[config.mk]
export PLATFORM = sky130hd
export DESIGN_NAME = rational_arithmetic_unit_core_flat
export DESIGN_NICKNAME = d
export VERILOG_FILES = /design/src/hdl/rau_pkg.sv /design/src/hdl/rau_if.sv /design/src/hdl/rational_arithmetic_unit_core.sv /design/src/flat_wrapper.sv
export SDC_FILE = /design/constraint.sdc
export NUM_CORES = 2
export LEC_CHECK = 0
export BUFFER_PORTS_ARGS = -buffer_cell sky130_fd_sc_hd__clkbuf_2
export CAP_MARGIN = 0
export CELL_PAD_IN_SITES_DETAIL_PLACEMENT = 0
export CELL_PAD_IN_SITES_GLOBAL_PLACEMENT = 1
export CORE_ASPECT_RATIO = 0.9
export CORE_MARGIN = 2
export CORE_UTILIZATION = 37
export CTS_BUF_LIST = sky130_fd_sc_hd__clkbuf_4
export DETAILED_ROUTE_END_ITERATION = 12
export PLACE_DENSITY_LB_ADDON = 0.1
export SLEW_MARGIN = 20
export SYNTH_ARGS = -nofsm -noshare
export SYNTH_HDL_FRONTEND = slang
export SYNTH_SLANG_ARGS = --single-unit
[constraint.sdc]
create_clock -name i_clk -period 11.7 [get_ports i_clk]
set_input_delay 1.17 -clock i_clk [delete_from_list [all_inputs] [get_ports i_clk]]
set_output_delay 1.17 -clock i_clk [all_outputs]
set_load 0.02 [all_outputs]
[src/hdl/rau_pkg.sv]
// ----------------------------------------------------------------------------
// rau_pkg
// widths and opcodes shared by the rational arithmetic unit
// ----------------------------------------------------------------------------
package rau_pkg;

    localparam int OPERAND_WIDTH = 16;
    localparam int DEN_W         = OPERAND_WIDTH - 1;
    localparam int RES_W         = 2 * OPERAND_WIDTH;
    localparam int RES_DEN_W     = RES_W - 1;
    localparam int PROD_W        = 2 * (OPERAND_WIDTH + 1);
    localparam int CNT_W         = $clog2(RES_W);

    typedef enum logic [2:0] {
        OP_ADD  = 3'd0,
        OP_SUB  = 3'd1,
        OP_NEG  = 3'd2,
        OP_MUL  = 3'd3,
        OP_DIV  = 3'd4,
        OP_IDIV = 3'd5
    } t_opcode;

endpackage

[src/hdl/rau_if.sv]
// ----------------------------------------------------------------------------
// rau_if
// operand and result channels of the rational arithmetic unit
// ----------------------------------------------------------------------------
interface rau_in_if;
    import rau_pkg::*;
    logic                            valid;
    logic                            ready;
    logic [2:0]                      opcode;
    logic signed [OPERAND_WIDTH-1:0] a_num;
    logic [DEN_W-1:0]                a_den;
    logic signed [OPERAND_WIDTH-1:0] b_num;
    logic [DEN_W-1:0]                b_den;

    modport source (output valid, opcode, a_num, a_den, b_num, b_den, input ready);
    modport sink   (input valid, opcode, a_num, a_den, b_num, b_den, output ready);
endinterface

interface rau_out_if;
    import rau_pkg::*;
    logic                    valid;
    logic                    ready;
    logic signed [RES_W-1:0] res_num;
    logic [RES_DEN_W-1:0]    res_den;
    logic signed [RES_W-1:0] rem_num;
    logic [RES_DEN_W-1:0]    rem_den;
    logic                    div_error;

    modport source (output valid, res_num, res_den, rem_num, rem_den, div_error,
                    input ready);
    modport sink   (input valid, res_num, res_den, rem_num, rem_den, div_error,
                    output ready);
endinterface

[src/hdl/rational_arithmetic_unit_core.sv]
// ----------------------------------------------------------------------------
// rational_arithmetic_unit_core
// sequenced rational arithmetic: shared multiplier, binary gcd, shared divider
// ----------------------------------------------------------------------------
// sequence: products on the shared multiplier, setup, the integer quotient
// (integer divide only), binary gcd steps, then numerator and denominator divides
// one transaction at a time; division errors and unused opcodes are answered
// from idle, a zero numerator (remainder for idiv) skips the gcd and divides
// reset: synchronous active low, clears the sequencer and the output valid
module rational_arithmetic_unit_core
    import rau_pkg::*;
(
    input  logic i_clk,
    input  logic i_rst_n,
    rau_in_if.sink    i_in,
    rau_out_if.source o_out
);

    typedef enum logic [7:0] {
        S_IDLE = 8'b0000_0001,
        S_MUL  = 8'b0000_0010,
        S_PREP = 8'b0000_0100,
        S_QDIV = 8'b0000_1000,
        S_RED  = 8'b0001_0000,
        S_GCD  = 8'b0010_0000,
        S_DIVN = 8'b0100_0000,
        S_DIVD = 8'b1000_0000
    } t_state;

    t_state r_state;
    logic [2:0] r_op;
    logic signed [OPERAND_WIDTH-1:0] r_an, r_bn;
    logic [DEN_W-1:0] r_ad, r_bd;
    logic [1:0] r_mi;
    logic signed [PROD_W-1:0] r_p0, r_p1, r_p2;
    logic r_neg;
    logic [RES_W-1:0] r_q, r_m, r_d, r_x, r_y, r_g;
    logic [CNT_W-1:0] r_k;
    logic [RES_W-1:0] r_dv_rem, r_dv_quo, r_dv_den;
    logic [CNT_W-1:0] r_cnt;
    logic r_out_valid, r_err;
    logic signed [RES_W-1:0] r_res_num, r_rem_num;
    logic [RES_DEN_W-1:0] r_res_den, r_rem_den;

    logic signed [OPERAND_WIDTH:0] mul_a, mul_b;
    logic signed [PROD_W-1:0] mul_p, pn, pd;
    logic [RES_W:0] dv_part, dv_trial;
    logic [RES_W-1:0] dv_rem_n, dv_quo_n, q_signed, num_signed;
    logic dv_last;

    // shared multiplier operand selection
    always_comb begin
        mul_a = {r_an[OPERAND_WIDTH-1], r_an};
        mul_b = $signed({2'b00, r_bd});
        case (r_mi)
            2'd0: begin
                mul_a = {r_an[OPERAND_WIDTH-1], r_an};
                mul_b = (r_op == OP_MUL) ? {r_bn[OPERAND_WIDTH-1], r_bn}
                                         : $signed({2'b00, r_bd});
            end
            2'd1: begin
                mul_a = (r_op == OP_MUL) ? $signed({2'b00, r_bd})
                                         : {r_bn[OPERAND_WIDTH-1], r_bn};
                mul_b = $signed({2'b00, r_ad});
            end
            default: begin
                mul_a = $signed({2'b00, r_ad});
                mul_b = $signed({2'b00, r_bd});
            end
        endcase
        mul_p = mul_a * mul_b;
    end

    // numerator and denominator before reduction
    always_comb begin
        case (r_op)
            OP_ADD:  pn = r_p0 + r_p1;
            OP_SUB:  pn = r_p0 - r_p1;
            OP_NEG:  pn = -PROD_W'(r_an);
            default: pn = r_p0;
        endcase
        case (r_op)
            OP_ADD, OP_SUB: pd = r_p2;
            OP_NEG:         pd = $signed(PROD_W'(r_ad));
            default:        pd = r_p1;
        endcase
    end

    // restoring divider step
    always_comb begin
        dv_part  = {r_dv_rem, r_dv_quo[RES_W-1]};
        dv_trial = dv_part - {1'b0, r_dv_den};
        if (!dv_trial[RES_W]) begin
            dv_rem_n = dv_trial[RES_W-1:0];
            dv_quo_n = {r_dv_quo[RES_W-2:0], 1'b1};
        end else begin
            dv_rem_n = dv_part[RES_W-1:0];
            dv_quo_n = {r_dv_quo[RES_W-2:0], 1'b0};
        end
        dv_last    = (r_cnt == CNT_W'(RES_W - 1));
        q_signed   = r_neg ? -dv_quo_n : dv_quo_n;
        num_signed = r_neg ? -r_m : r_m;
    end

    always_ff @(posedge i_clk) begin
        if (!i_rst_n) begin
            r_state     <= S_IDLE;
            r_out_valid <= 1'b0;
        end else begin
            if (o_out.valid && o_out.ready) r_out_valid <= 1'b0;
            case (r_state)
                S_IDLE: begin
                    if (i_in.valid && i_in.ready) begin
                        r_op  <= i_in.opcode;
                        r_an  <= i_in.a_num;
                        r_bn  <= i_in.b_num;
                        r_ad  <= (i_in.a_den == '0) ? DEN_W'(1) : i_in.a_den;
                        r_bd  <= (i_in.b_den == '0) ? DEN_W'(1) : i_in.b_den;
                        r_mi  <= 2'd0;
                        r_err <= 1'b0;
                        r_res_num <= '0;
                        r_res_den <= RES_DEN_W'(1);
                        r_rem_num <= '0;
                        r_rem_den <= RES_DEN_W'(1);
                        if ((i_in.opcode == OP_DIV || i_in.opcode == OP_IDIV)
                            && i_in.b_num == '0) begin
                            r_err       <= 1'b1;
                            r_out_valid <= 1'b1;
                        end else if (i_in.opcode > OP_IDIV) begin
                            r_out_valid <= 1'b1;
                        end else begin
                            r_state <= S_MUL;
                        end
                    end
                end
                S_MUL: begin
                    case (r_mi)
                        2'd0:    r_p0 <= mul_p;
                        2'd1:    r_p1 <= mul_p;
                        default: r_p2 <= mul_p;
                    endcase
                    r_mi <= r_mi + 2'd1;
                    if (r_mi == 2'd2) r_state <= S_PREP;
                end
                S_PREP: begin
                    r_neg <= pn[PROD_W-1] ^ pd[PROD_W-1];
                    r_m   <= pn[PROD_W-1] ? RES_W'(-pn) : RES_W'(pn);
                    r_d   <= pd[PROD_W-1] ? RES_W'(-pd) : RES_W'(pd);
                    if (r_op == OP_IDIV) begin
                        r_dv_quo <= pn[PROD_W-1] ? RES_W'(-pn) : RES_W'(pn);
                        r_dv_den <= pd[PROD_W-1] ? RES_W'(-pd) : RES_W'(pd);
                        r_dv_rem <= '0;
                        r_cnt    <= '0;
                        r_state  <= S_QDIV;
                    end else begin
                        r_state <= S_RED;
                    end
                end
                S_QDIV: begin
                    r_dv_rem <= dv_rem_n;
                    r_dv_quo <= dv_quo_n;
                    r_cnt    <= r_cnt + CNT_W'(1);
                    if (dv_last) begin
                        r_q     <= q_signed;
                        r_m     <= dv_rem_n;
                        r_d     <= RES_W'(r_p2);
                        r_neg   <= r_p0[PROD_W-1];
                        r_state <= S_RED;
                    end
                end
                S_RED: begin
                    if (r_m == '0) begin
                        if (r_op == OP_IDIV) begin
                            r_res_num <= r_q;
                        end
                        r_out_valid <= 1'b1;
                        r_state     <= S_IDLE;
                    end else begin
                        r_x     <= r_m;
                        r_y     <= r_d;
                        r_k     <= '0;
                        r_state <= S_GCD;
                    end
                end
                S_GCD: begin
                    if (r_x == r_y) begin
                        r_g      <= r_x << r_k;
                        r_dv_quo <= r_m;
                        r_dv_den <= r_x << r_k;
                        r_dv_rem <= '0;
                        r_cnt    <= '0;
                        r_state  <= S_DIVN;
                    end else if (!r_x[0] && !r_y[0]) begin
                        r_x <= r_x >> 1;
                        r_y <= r_y >> 1;
                        r_k <= r_k + CNT_W'(1);
                    end else if (!r_x[0]) begin
                        r_x <= r_x >> 1;
                    end else if (!r_y[0]) begin
                        r_y <= r_y >> 1;
                    end else if (r_x > r_y) begin
                        r_x <= (r_x - r_y) >> 1;
                    end else begin
                        r_y <= (r_y - r_x) >> 1;
                    end
                end
                S_DIVN: begin
                    if (dv_last) begin
                        r_m      <= dv_quo_n;
                        r_dv_quo <= r_d;
                        r_dv_den <= r_g;
                        r_dv_rem <= '0;
                        r_cnt    <= '0;
                        r_state  <= S_DIVD;
                    end else begin
                        r_dv_rem <= dv_rem_n;
                        r_dv_quo <= dv_quo_n;
                        r_cnt    <= r_cnt + CNT_W'(1);
                    end
                end
                S_DIVD: begin
                    r_dv_rem <= dv_rem_n;
                    r_dv_quo <= dv_quo_n;
                    r_cnt    <= r_cnt + CNT_W'(1);
                    if (dv_last) begin
                        if (r_op == OP_IDIV) begin
                            r_res_num <= r_q;
                            r_rem_num <= num_signed;
                            r_rem_den <= dv_quo_n[RES_DEN_W-1:0];
                        end else begin
                            r_res_num <= num_signed;
                            r_res_den <= dv_quo_n[RES_DEN_W-1:0];
                        end
                        r_out_valid <= 1'b1;
                        r_state     <= S_IDLE;
                    end
                end
                default: r_state <= S_IDLE;
            endcase
        end
    end

    assign i_in.ready      = (r_state == S_IDLE) && !r_out_valid;
    assign o_out.valid     = r_out_valid;
    assign o_out.res_num   = r_res_num;
    assign o_out.res_den   = r_res_den;
    assign o_out.rem_num   = r_rem_num;
    assign o_out.rem_den   = r_rem_den;
    assign o_out.div_error = r_err;

    a_busy_after_accept: assert property (@(posedge i_clk) disable iff (!i_rst_n)
        (i_in.valid && i_in.ready) |=> !i_in.ready)
        else $error("ready while a transaction is in flight");

    a_den_nonzero: assert property (@(posedge i_clk) disable iff (!i_rst_n)
        o_out.valid |-> (o_out.res_den != '0 && o_out.rem_den != '0))
        else $error("zero denominator in result");

    a_err_zero: assert property (@(posedge i_clk) disable iff (!i_rst_n)
        (o_out.valid && o_out.div_error) |-> (o_out.res_num == '0 && o_out.rem_num == '0))
        else $error("nonzero result with division error");

    a_gcd_nonzero: assert property (@(posedge i_clk) disable iff (!i_rst_n)
        (r_state == S_GCD) |-> (r_x != '0 && r_y != '0))
        else $error("gcd operand reached zero");

endmodule

[src/flat_wrapper.sv]
// flat-port wrapper written by rule: the top's interface ports become plain ports
module rational_arithmetic_unit_core_flat import rau_pkg::*;
  (i_clk, i_rst_n, i_in_valid, i_in_opcode, i_in_a_num, i_in_a_den, i_in_b_num, i_in_b_den, i_in_ready, o_out_valid, o_out_res_num, o_out_res_den, o_out_rem_num, o_out_rem_den, o_out_div_error, o_out_ready);
  rau_in_if i_in_i ();
  rau_out_if o_out_i ();
  input  logic i_clk;
  input  logic i_rst_n;
  input wire logic [$bits(i_in_i.valid)-1:0] i_in_valid;
  input wire logic [$bits(i_in_i.opcode)-1:0] i_in_opcode;
  input wire logic [$bits(i_in_i.a_num)-1:0] i_in_a_num;
  input wire logic [$bits(i_in_i.a_den)-1:0] i_in_a_den;
  input wire logic [$bits(i_in_i.b_num)-1:0] i_in_b_num;
  input wire logic [$bits(i_in_i.b_den)-1:0] i_in_b_den;
  output wire logic [$bits(i_in_i.ready)-1:0] i_in_ready;
  output wire logic [$bits(o_out_i.valid)-1:0] o_out_valid;
  output wire logic [$bits(o_out_i.res_num)-1:0] o_out_res_num;
  output wire logic [$bits(o_out_i.res_den)-1:0] o_out_res_den;
  output wire logic [$bits(o_out_i.rem_num)-1:0] o_out_rem_num;
  output wire logic [$bits(o_out_i.rem_den)-1:0] o_out_rem_den;
  output wire logic [$bits(o_out_i.div_error)-1:0] o_out_div_error;
  input wire logic [$bits(o_out_i.ready)-1:0] o_out_ready;
  assign i_in_i.valid = i_in_valid;
  assign i_in_i.opcode = i_in_opcode;
  assign i_in_i.a_num = i_in_a_num;
  assign i_in_i.a_den = i_in_a_den;
  assign i_in_i.b_num = i_in_b_num;
  assign i_in_i.b_den = i_in_b_den;
  assign i_in_ready = i_in_i.ready;
  assign o_out_valid = o_out_i.valid;
  assign o_out_res_num = o_out_i.res_num;
  assign o_out_res_den = o_out_i.res_den;
  assign o_out_rem_num = o_out_i.rem_num;
  assign o_out_rem_den = o_out_i.rem_den;
  assign o_out_div_error = o_out_i.div_error;
  assign o_out_i.ready = o_out_ready;
  rational_arithmetic_unit_core u_core (.i_clk(i_clk), .i_rst_n(i_rst_n), .i_in(i_in_i), .o_out(o_out_i));
endmodule
==> flow_metrics.py <==
metrics = {
    "status": {
        "status": "finished, final reports clean",
    },
    "finish": {
        "nets": 5718,
        "final_core_utilization_pct": 41.19,
        "top_regs": "u_core.r_p0 (34), u_core.r_p1 (34), u_core.r_p2 (33)",
        "mostFrequentLayoutCells": "edfxtp_1, nor2_1, nand2_1",
        "final_common_cell": "edfxtp_1",
        "drive_above_1_share_pct": 12.45,
        "fillers": 12976,
        "fin_area_um2": 53090,
        "area_growth_pct": 10.59,
    },
    "drt": {
        "drtIter0Drc": 3453,
        "vias": 39305,
        "finalWirelength_um": 183900,
        "route.detailed.drc": 0,
        "final_antenna_net_count": 0,
        "viasPerCell": 5.642,
        "wl_per_cell_um": 26.39,
        "first_pass_iters": 6,
    },
    "worst_setup_path": {
        "r2r_start": "u_core.r_op[2]$_DFFE_PP_",
        "slowest_stage": "a221oi_1",
        "startpoint": "u_core.r_op[2]$_DFFE_PP_",
        "worst_ep_required_time_ps": 12570,
        "cp_max_fo": 18,
        "cpPeakStageDelay_ps": 810,
        "critPathCaptureType": "flop",
        "cp.arrival_ps": 10290,
        "setup.worst_path.class": "reg -> reg",
        "start_kind": "flop",
        "cpMostUsedCell": "fa_1",
    },
    "clock_tree": {
        "clock_latency_ps": 1140,
        "h-tree-depth": 4,
        "cts_buffers": 173,
        "cts_hold_buf": 0,
        "cts_resized": 0,
        "clock_path_buffers": 3,
        "cts_tree": "built",
        "cts_setup_buffers": 0,
        "clock-root-buffer": "clkbuf_4",
        "cts_sinks": 603,
        "clk_pin_slew_ps": 70,
    },
    "yosys": {
        "synthTopCellsByArea": "edfxtp_1, fa_1, ha_1, nor2_1, nand2_1",
        "yosysSeqAreaShare_pct": 37.53,
        "syn_area_per_cell_um2": 9.684,
        "synth-edff-count": 594,
        "syn_inst": 4957,
        "synth_area_um2": 48010,
        "netlist.area_leader.share_pct": 37.16,
        "ys.warnings.count": 0,
        "syn_nets": 5543,
        "yosysUniqueCellTypes": 88,
        "ys_seq_elements": 603,
        "async_reset_ff_share_pct": 0,
        "yosysTopAreaCell": "edfxtp_1",
        "yosys_most_used_dff": "edfxtp_1",
    },
    "placed_design": {
        "place_area_um2": 50910,
        "post-place-ws_ps": 2155,
        "port_buffers": 197,
        "gp_congestion": 0.9336,
        "hpwl_um": 143400,
    },
    "grt": {
        "grt-ovfl-total": 0,
        "grt_pass1_wl_um": 267200,
        "grt_max_degree": 80,
        "grt_pass1_vias": 38631,
        "grt_use_total_pct": 27.41,
        "antenna_found_initial": 6,
    },
    "timing": {
        "tns_ps": 0,
        "period_minus_slack_ps": 9422,
        "worst_pin_slew_ps": 1104,
        "drv_slew": 0,
        "finalHoldViolations": 0,
        "fmax_mhz": 106.1,
        "setup_viol": 0,
        "rsz0062_at_grt": "no",
        "fin_crit_sh_pct": 80.53,
        "clock_skew_ps": 111.4,
        "fin_ws_ps": 2278,
        "slew_headroom_pct": 25.62,
    },
    "floorplan": {
        "initial_core_util_pct": 37.25,
        "dieArea_um2": 132600,
        "die_w_um": 383.7,
        "ioPinCount": 198,
        "die_h_um": 345.7,
        "std_cell_rows": 125,
        "core_area_um2": 128900,
    },
    "hold_path": {
        "hp-class": "in -> reg",
        "min_from": "i_in_a_num[13]",
    },
    "job": {
        "maxCapViolations": 0,
    },
    "power_and_ir_drop": {
        "pwr_density_cell_nw_per_um2": 255.2,
        "peakVddDrop_mv": 0.6835,
        "leakage_nw": 21.57,
    },
}
## worst paths after layout
path / end / slack, ps / depth (start not counted)
worst min-delay path: u_core.r_an[13]$_DFFE_PP_ / 280 / 1
worst max register to register: u_core.r_p0[33]$_DFFE_PP_ / 2280 / 28
worst min register to register: u_core.o_out.res_num[0]$_DFFE_PP_ / 490 / 2
worst max-delay path: u_core.r_p0[33]$_DFFE_PP_ / 2280 / 28
## worst max-delay path, delay by kind of cell (launching register included)
| kind | cells | cell delay, ps |
|---|---|---|
| fa+ha+maj | 7 | 3080 |
| buf+inv | 5 | 1340 |
| simple gates | 5 | 1180 |
| flops | 1 | 370 |
| compound gates | 10 | 3010 |
| xor+xnor | 1 | 150 |
## synthesized netlist by cell type, types with 27 or more instances
| cell type | number |
|---|---|
| a21oi_1 | 292 |
| nor2_1 | 549 |
| clkbuf_1 | 255 |
| and3_1 | 27 |
| a22oi_1 | 44 |
| and2_1 | 71 |
| a211oi_1 | 27 |
| a221o_1 | 58 |
| fa_1 | 290 |
| or3_1 | 35 |
| a21boi_0 | 44 |
| edfxtp_1 | 594 |
| o221ai_1 | 44 |
| o31ai_1 | 38 |
| o21ai_0 | 261 |
| xor2_1 | 127 |
| ha_1 | 227 |
| nor2b_1 | 38 |
| a31oi_1 | 38 |
| nand2b_1 | 45 |
| nand3_1 | 54 |
| a221oi_1 | 77 |
| nor3_1 | 67 |
| a21o_1 | 82 |
| nand2_1 | 497 |
| inv_1 | 465 |
| xnor2_1 | 166 |
| mux2i_1 | 44 |
## cell type report
cell class | instances | area (um^2) | share of cell area, %
multi-input cells | 3600 | 27360 | 51.53
flip-flops and latches | 603 | 18020 | 33.94
diodes | 6 | 15.01 | 0.02828
clock inverters | 57 | 400.4 | 0.7542
well taps | 1714 | 2145 | 4.040
clock buffers | 233 | 1749 | 3.295
repair buffers | 287 | 1654 | 3.116
inverters | 467 | 1753 | 3.302
## layer usage
layer	up-vias	track usage, %	wire length, um
met4	2	11.60	8282
li1	17952	-	-
met5	-	0	13
met1	19630	36.61	78980
met2	1461	45.11	86710
met3	260	2.932	9881
## stage by stage
step	total power, mW	hold slack (ps)	cells
2_1_floorplan	8.785	484.8	4957
3_3_place_gp	11.67	513.2	6668
3_5_place_dp	11.71	514.6	6668
4_1_cts	13.78	181.2	6958
5_1_grt	14.69	212.6	6963
6_report	13.55	283.7	6967
## where the power goes
group | leakage [nW] | switching, mW | total [mW] | internal, mW
logic | 14.7 | 5.26 | 8.02 | 2.77
registers | 5.56 | 0.0677 | 3.52 | 3.45
clock network | 1.27 | 1.02 | 2.01 | 0.987
## kinds of logic (layout without fill, tap and decap cells)
logic type / Yosys count / after routing / synth area share, %
XOR/XNOR: 293 / 293 / 5.346
adder cells (fa/ha/maj): 517 / 517 / 18.01
other: 0 / 6 / 0
AO/OA/AOI/OAI: 1188 / 1188 / 16.45
buffers and inverters: 754 / 1044 / 5.929
AND/OR/NAND/NOR: 1521 / 1521 / 14.48
flip-flops: 603 / 603 / 37.53
multiplexers: 81 / 81 / 2.254
No activity file was read; power rests on OpenSTA's default activity.
